File: src/rtl/core/llr_pkg.sv
// llr_pkg: shared types, widths and constants of the log-linear ramp evaluator
// holds the word structs, the pipeline tag, register indexes and the ln(1+f) table
// no dependencies
`timescale 1ns / 1ps
`default_nettype none

package llr_pkg;

    localparam int DATA_W  = 32;
    localparam int FRAC_W  = 24;
    localparam int POS_W   = $clog2(DATA_W);
    localparam int TAB_W   = 24;
    localparam int SEG_W   = 4;
    localparam int SLOPE_W = 20;
    localparam int REM_W   = DATA_W - 1 - SEG_W;
    localparam int PROD_W  = SLOPE_W + REM_W;
    localparam int EXP_W   = POS_W + 2;
    localparam int LNP_W   = 31;
    localparam int LN_W    = 32;
    localparam int LT_W    = 2 * DATA_W - FRAC_W;
    localparam int BT_W    = 2 * DATA_W + 1 - FRAC_W;
    localparam int SUM_W   = BT_W + 2;
    localparam int IDX_W   = 3;

    localparam logic signed [46:0] LN2_Q40 = 47'sd762123384785;

    // ln(1 + k/16), k = 0..16, unsigned Q0.24
    localparam logic [TAB_W-1:0] LN_TAB [0:16] = '{
        24'd0,       24'd1017112, 24'd1976071, 24'd2883169, 24'd3743728,
        24'd4562291, 24'd5342767, 24'd6088544, 24'd6802576, 24'd7487455,
        24'd8145469, 24'd8778647, 24'd9388795, 24'd9977530, 24'd10546303,
        24'd11096425, 24'd11629080
    };

    typedef enum logic [IDX_W-1:0] {
        REG_LOG_OFFSET    = 3'd0,
        REG_LOG_GAIN      = 3'd1,
        REG_LINEAR_GAIN   = 3'd2,
        REG_CONSTANT_TERM = 3'd3,
        REG_LINEAR_OFFSET = 3'd4
    } cfg_reg_t;

    typedef struct packed {
        logic signed [DATA_W-1:0] sample_x;
        logic                     last_in;
    } in_word_t;

    typedef struct packed {
        logic signed [DATA_W-1:0] flux;
        logic                     last_out;
    } out_word_t;

    typedef struct packed {
        logic valid;
        logic last;
        logic gt;
    } tag_t;

endpackage

`default_nettype wire

File: src/rtl/core/llr_log.sv
// llr_log: natural log by normalising shift and interpolated table lookup
// stages three to five of the pipeline, linear term carried alongside
// depends on llr_pkg
`timescale 1ns / 1ps
`default_nettype none

module llr_log (
    input  wire logic                               aclk,
    input  wire logic                               aresetn,
    input  wire logic                               ce,
    input  wire llr_pkg::tag_t                      tag_i,
    input  wire logic [llr_pkg::DATA_W-1:0]         d_i,
    input  wire logic [llr_pkg::POS_W-1:0]          p_i,
    input  wire logic signed [llr_pkg::BT_W-1:0]    bt_i,
    output llr_pkg::tag_t                           tag_o,
    output logic signed [llr_pkg::LN_W-1:0]         lnv_o,
    output logic signed [llr_pkg::BT_W-1:0]         bt_o
);

    localparam int W = llr_pkg::DATA_W;

    // stage three
    llr_pkg::tag_t                       tag3_reg;
    logic [llr_pkg::TAB_W-1:0]           tlo3_reg, tlo3_next;
    logic [llr_pkg::SLOPE_W-1:0]         slope3_reg, slope3_next;
    logic [llr_pkg::REM_W-1:0]           rem3_reg, rem3_next;
    logic signed [llr_pkg::LNP_W-1:0]    pl3_reg, pl3_next;
    logic signed [llr_pkg::BT_W-1:0]     bt3_reg;

    // stage four
    llr_pkg::tag_t                       tag4_reg;
    logic [llr_pkg::TAB_W-1:0]           tlo4_reg;
    logic [llr_pkg::PROD_W-1:0]          prod4_reg, prod4_next;
    logic signed [llr_pkg::LNP_W-1:0]    pl4_reg;
    logic signed [llr_pkg::BT_W-1:0]     bt4_reg;

    // stage five
    llr_pkg::tag_t                       tag5_reg;
    logic signed [llr_pkg::LN_W-1:0]     lnv5_reg, lnv5_next;
    logic signed [llr_pkg::BT_W-1:0]     bt5_reg;

    logic [W-1:0]                        norm;
    logic [llr_pkg::POS_W-1:0]           shamt;
    logic [llr_pkg::SEG_W-1:0]           seg;
    logic [llr_pkg::SEG_W:0]             seg_hi;
    logic [llr_pkg::TAB_W-1:0]           thi;
    logic signed [llr_pkg::EXP_W-1:0]    pe;
    logic signed [46:0]                  plx;
    logic signed [46:0]                  pl_shift;

    always_comb begin
        shamt       = llr_pkg::POS_W'(W - 1) - p_i;
        norm        = d_i << shamt;
        seg         = norm[W-2 -: llr_pkg::SEG_W];
        rem3_next   = norm[llr_pkg::REM_W-1:0];
        seg_hi      = {1'b0, seg} + (llr_pkg::SEG_W+1)'(1);
        tlo3_next   = llr_pkg::LN_TAB[{1'b0, seg}];
        thi         = llr_pkg::LN_TAB[seg_hi];
        slope3_next = llr_pkg::SLOPE_W'(thi - tlo3_next);
        // exponent part, floored to the output fraction
        pe          = $signed({2'b00, p_i}) - llr_pkg::EXP_W'(llr_pkg::FRAC_W);
        plx         = 47'(pe) * llr_pkg::LN2_Q40;
        pl_shift    = plx >>> 16;
        pl3_next    = pl_shift[llr_pkg::LNP_W-1:0];
    end

    always_comb begin
        prod4_next = llr_pkg::PROD_W'(slope3_reg) * llr_pkg::PROD_W'(rem3_reg);
    end

    always_comb begin
        lnv5_next = llr_pkg::LN_W'(pl4_reg)
                  + llr_pkg::LN_W'(tlo4_reg)
                  + llr_pkg::LN_W'(prod4_reg[llr_pkg::PROD_W-1:llr_pkg::REM_W]);
    end

    always_ff @(posedge aclk) begin
        if (!aresetn) begin
            tag3_reg <= '0;
            tag4_reg <= '0;
            tag5_reg <= '0;
        end else if (ce) begin
            tag3_reg <= tag_i;
            tag4_reg <= tag3_reg;
            tag5_reg <= tag4_reg;
        end
    end

    always_ff @(posedge aclk) begin
        if (ce) begin
            tlo3_reg   <= tlo3_next;
            slope3_reg <= slope3_next;
            rem3_reg   <= rem3_next;
            pl3_reg    <= pl3_next;
            bt3_reg    <= bt_i;
            tlo4_reg   <= tlo3_reg;
            prod4_reg  <= prod4_next;
            pl4_reg    <= pl3_reg;
            bt4_reg    <= bt3_reg;
            lnv5_reg   <= lnv5_next;
            bt5_reg    <= bt4_reg;
        end
    end

    assign tag_o = tag5_reg;
    assign lnv_o = lnv5_reg;
    assign bt_o  = bt5_reg;

endmodule

`default_nettype wire

File: config.mk
export PLATFORM = sky130hd
export DESIGN_NAME = llr_log
export DESIGN_NICKNAME = d
export VERILOG_FILES = /design/src/rtl/core/llr_pkg.sv /design/src/rtl/core/llr_log.sv
export SDC_FILE = /design/constraint.sdc
export NUM_CORES = 2
export LEC_CHECK = 0
export ABC_AREA = 1
export BUFFER_PORTS_ARGS = -buffer_cell sky130_fd_sc_hd__buf_2
export CAP_MARGIN = 20
export CORE_MARGIN = 2
export CORE_UTILIZATION = 40
export CTS_CLUSTER_SIZE = 25
export DETAILED_ROUTE_END_ITERATION = 12
export GPL_ROUTABILITY_DRIVEN = 0
export MAX_ROUTING_LAYER = met4
export SLEW_MARGIN = 20
export SYNTH_ARGS = -nofsm -noshare
export SYNTH_HDL_FRONTEND = slang
export SYNTH_SLANG_ARGS = --single-unit
File: constraint.sdc
create_clock -name aclk -period 13.6 [get_ports aclk]
set_clock_uncertainty 0.2 [all_clocks]
set_input_delay 4.08 -clock aclk [delete_from_list [all_inputs] [get_ports aclk]]
set_output_delay 4.08 -clock aclk [all_outputs]
set_load 0.005 [all_outputs]
==> qor_table.md <==
| Step | Quantity | Reported |
|---|---|---|
| timing | Unrepaired setup endpoints after global routing | no |
| placement | Quantity of I/O buffers inserted on ports | 158 |
| synthesis | Total of warnings raised by yosys | 0 |
| timing | Final number of setup-violating endpoints | 0 |
| clock tree | Number of clock buffers inserted by TritonCTS | 36 |
| floorplanning | Die height | 308 um |
| critical path | Startpoint type of the worst setup path | input pin |
| synthesis | Fraction of synthesized area in multiplexers | 0% |
| timing | Final Slew Violations | 0 |
| critical path | Type of the worst setup path | input pin to flop |
| finish | Fraction of layout instances using a drive strength above 1 | 6.93% |
| drt | Initial detailed-routing violation count | 2108 |
| drt | Antenna Violating Nets Remaining | 0 |
| synthesis | Post-synthesis share of cell area spent on full adders, half adders and majority gates | 37.3% |
| clock tree | CTS sink count | 341 |
| global route | Vias in the first global route | 27600 |
| finish | # nets final | 5139 |
| clock tree | Total setup buffers inserted after CTS | 0 |
| timing | Final Hold Fails | 0 |
| run | Count of maximum capacitance violations | 0 |
| floorplanning | Initial core utilization | 40.3% |
| synthesis | Fraction of the mapped netlist area in simple logic gates | 14.6% |
| critical path | Arr. time, crit path | 9.73 ns |
| drt | Drc violations | 0 |
| clock tree | # resized after CTS | 0 |
| placement | Sum of net half-perimeters after detailed placement | 70500 um |
| synthesis | Number of synthesized flops with an enable pin | 332 |
| timing | Fmax achieved | 104 MHz |
| synthesis | Sequential element share of the synthesized area | 27.5% |
| synthesis | Nets in the synthesized netlist | 5044 |
| global route | Pin count of the biggest net entering global routing | 133 |
| synthesis | Ys async rst share | 0% |
| critical path | Maximum fanout encountered on the critical timing path | 38 |
| clock tree | Clk Tree Root Cell | clkbuf_16 |
| clock tree | Count of H-tree levels built during CTS | 2 |
| synthesis | Avg Cell Area, Syn | 8.90 sq um |
| global route | Sum of overflow across all layers after global routing | 0 |
| floorplanning | Floorplan core area | 0.0917 sq mm |
| floorplanning | Number of top-level pins | 160 |
| drt | Routed length per instance | 17.1 um |
| clock tree | CTS tree | built |
| clock tree | Clock slew seen by the registers of the worst setup and hold paths | 0.06 ns |
| clock tree | Number of hold-repair buffers added at the cts stage | 0 |
| finish | Area growth from synthesis to final layout | 8.74% |
| synthesis | Cell area after technology mapping | 0.0369 sq mm |
| outcome | Status | completed |
| drt | Post-Route WL | 93600 um |
| clock tree | Later-pin clock latency in the skew report | 0.56 ns |
| worst hold path | Class of the tightest hold or removal check | flop to flop |
| timing | Setup TNS Final | 0 ns |
| synthesis | Combinational family with the most area after synthesis | adder cells |
| critical path | Required time at the endpoint of the critical path | 13.70 ns |
| clock tree | Clock tree buffer depth | 3 |
| synthesis | Synth unique cells | 51 |
| drt | DR vias/cell | 4.98 |
| global route | Initial antenna violation count | 0 |
| timing | Slew at the pin closest to its max-slew limit | 1.01 ns |
| critical path | Worst R2R Setup Slack | 6.27 ns |
| synthesis | Xor and xnor fraction of the mapped netlist area | 2.30% |
| timing | Time the final worst path needs with I/O delays and setup | 9.64 ns |
| synthesis | Compound-gate portion of the synthesized area | 6.52% |
| drt | Via Count | 27200 |
| timing | Final worst-path cycle share | 70.9% |
| timing | Worst-case headroom to the max-slew limit | 32.9% |
| synthesis | Dominant register cell in the synthesized netlist | edfxtp_1 |
| drt | Detailed-router iteration count before antenna repair | 6 |
| global route | Global-route wire length before repair | 150000 um |
| global route | GRT Total Usage | 20.9% |
| floorplanning | Chip Width | 308 um |
| synthesis | Post-synthesis sequential element count | 341 |
| finish | Filler Cells Inserted | 9090 |
| critical path | Kind of end point of the critical path | flop |
| floorplanning | Row Count | 111 |
| finish | # diodes | 0 |
| synthesis | Number of instances in the synthesized netlist | 4151 |
| floorplanning | Area of the die | 0.0948 sq mm |
final cells by class:
class | instances | area, sq um | share of cell area [%]
flip-flops and latches | 341 | 10100 | 25.3
inverters | 987 | 3710 | 9.23
clock inverters | 26 | 293 | 0.729
clock buffers | 39 | 912 | 2.27
multi-input cells | 2673 | 22500 | 55.9
repair buffers | 207 | 1180 | 2.93
well taps | 1186 | 1480 | 3.69
per-layer routing:
metal,GRT usage [%],share of wire [%],vias to the layer above
met1,27.9,44,13300
met3,3.26,6.5,153
met5,-,0,-
met4,6.26,3.3,0
li1,-,-,13000
met2,32.9,46,774
final timing paths:
check / from / endpoint / cells after the start
hold / removal: bt4_reg[9]$_DFFE_PP_ / bt_o[9]$_DFFE_PP_ / 0
setup / recovery: p_i[1] / slope3_reg[15]$_DFFE_PP_ / 25
setup reg to reg: slope3_reg[7]$_DFFE_PP_ / prod4_reg[43]$_DFFE_PP_ / 27
hold reg to reg: bt4_reg[9]$_DFFE_PP_ / bt_o[9]$_DFFE_PP_ / 0
cells in the final DEF, fill, tap and decap left out, types with 5 or more instances in the layout:
cell       instances
xnor2_1           38
fa_1             489
nand3_1          151
nor4_1             8
edfxtp_1         332
o21ai_1           10
o21a_1            11
clkbuf_16         36
inv_2              6
dfxtp_1            9
inv_1            979
o22ai_1            5
nor3_1            21
o211ai_1          12
ha_1             320
bufinv_16          5
nand4_1           14
a31oi_1           33
nor2_1           193
a21o_1            10
or2_2              7
o21ai_0          122
clkinv_2           7
xor2_1            59
nand2_1          933
buf_2            157
buf_4             48
a21boi_0           6
a21oi_1          177
clkinv_1           7
o221ai_1          12
critical path: stages:
cell,delay [ns]
buf_2,0.59
inv_2,0.44
nand3_1,0.25
nand3_1,0.09
nand2_1,0.14
nand2_1,0.08
nand3_1,0.15
nand2_2,0.15
inv_1,0.23
ha_1,0.24
inv_1,0.15
ha_1,0.62
inv_1,0.23
o21ai_0,0.33
nand3_1,0.12
ha_1,0.38
nand2_1,0.08
o21ai_0,0.31
a21oi_1,0.12
o21ai_0,0.38
nand2_1,0.09
nand2_1,0.12
a21o_1,0.15
a21oi_1,0.08
xnor2_1,0.12
synthesized netlist by cell type (6+ instances only):
cell type | instances | area [sq um]
buf_2 | 14 | 70.1
nor3_1 | 21 | 105
o221ai_1 | 12 | 105
nand3_1 | 151 | 756
clkbuf_1 | 123 | 462
o21ai_1 | 10 | 50.1
edfxtp_1 | 332 | 9970
o21ai_0 | 122 | 611
a31oi_1 | 33 | 206
nand2_1 | 933 | 3500
nor4_1 | 8 | 50.1
nor2_1 | 193 | 724
inv_1 | 979 | 3670
nand4_1 | 14 | 87.6
o211ai_1 | 12 | 90.1
dfxtp_1 | 9 | 180
o21a_1 | 11 | 82.6
xor2_1 | 59 | 517
inv_2 | 6 | 22.5
or2_2 | 7 | 43.8
a21o_1 | 10 | 75.1
ha_1 | 320 | 4000
a21boi_0 | 6 | 45.0
fa_1 | 489 | 9790
xnor2_1 | 38 | 333
a21oi_1 | 177 | 886
per-stage QoR:
stage	utilization (%)	setup WS (ns)	cells	hold slack [ns]	area, sq um
after global placement	42.5	3.63	5393	0.200	39000
after CTS	43.8	4.18	5458	0.207	40200
after floorplan	-	5.16	4151	0.200	36900
after detailed placement	42.5	3.59	5393	0.205	39000
after global routing	43.8	3.46	5459	0.218	40200
final	43.8	3.96	5459	0.213	40200
kinds of logic after synthesis:
kind of cell | Yosys count
AOI/OAI and AO/OA | 421
DFF | 341
and+or+nand+nor | 1346
adders and majority gates | 809
xor gates and xnor gates | 97
buffers and inverters | 1137
Power is not shown: default switching activity piles up to over one toggle a cycle in this logic, so the estimate is an artifact.
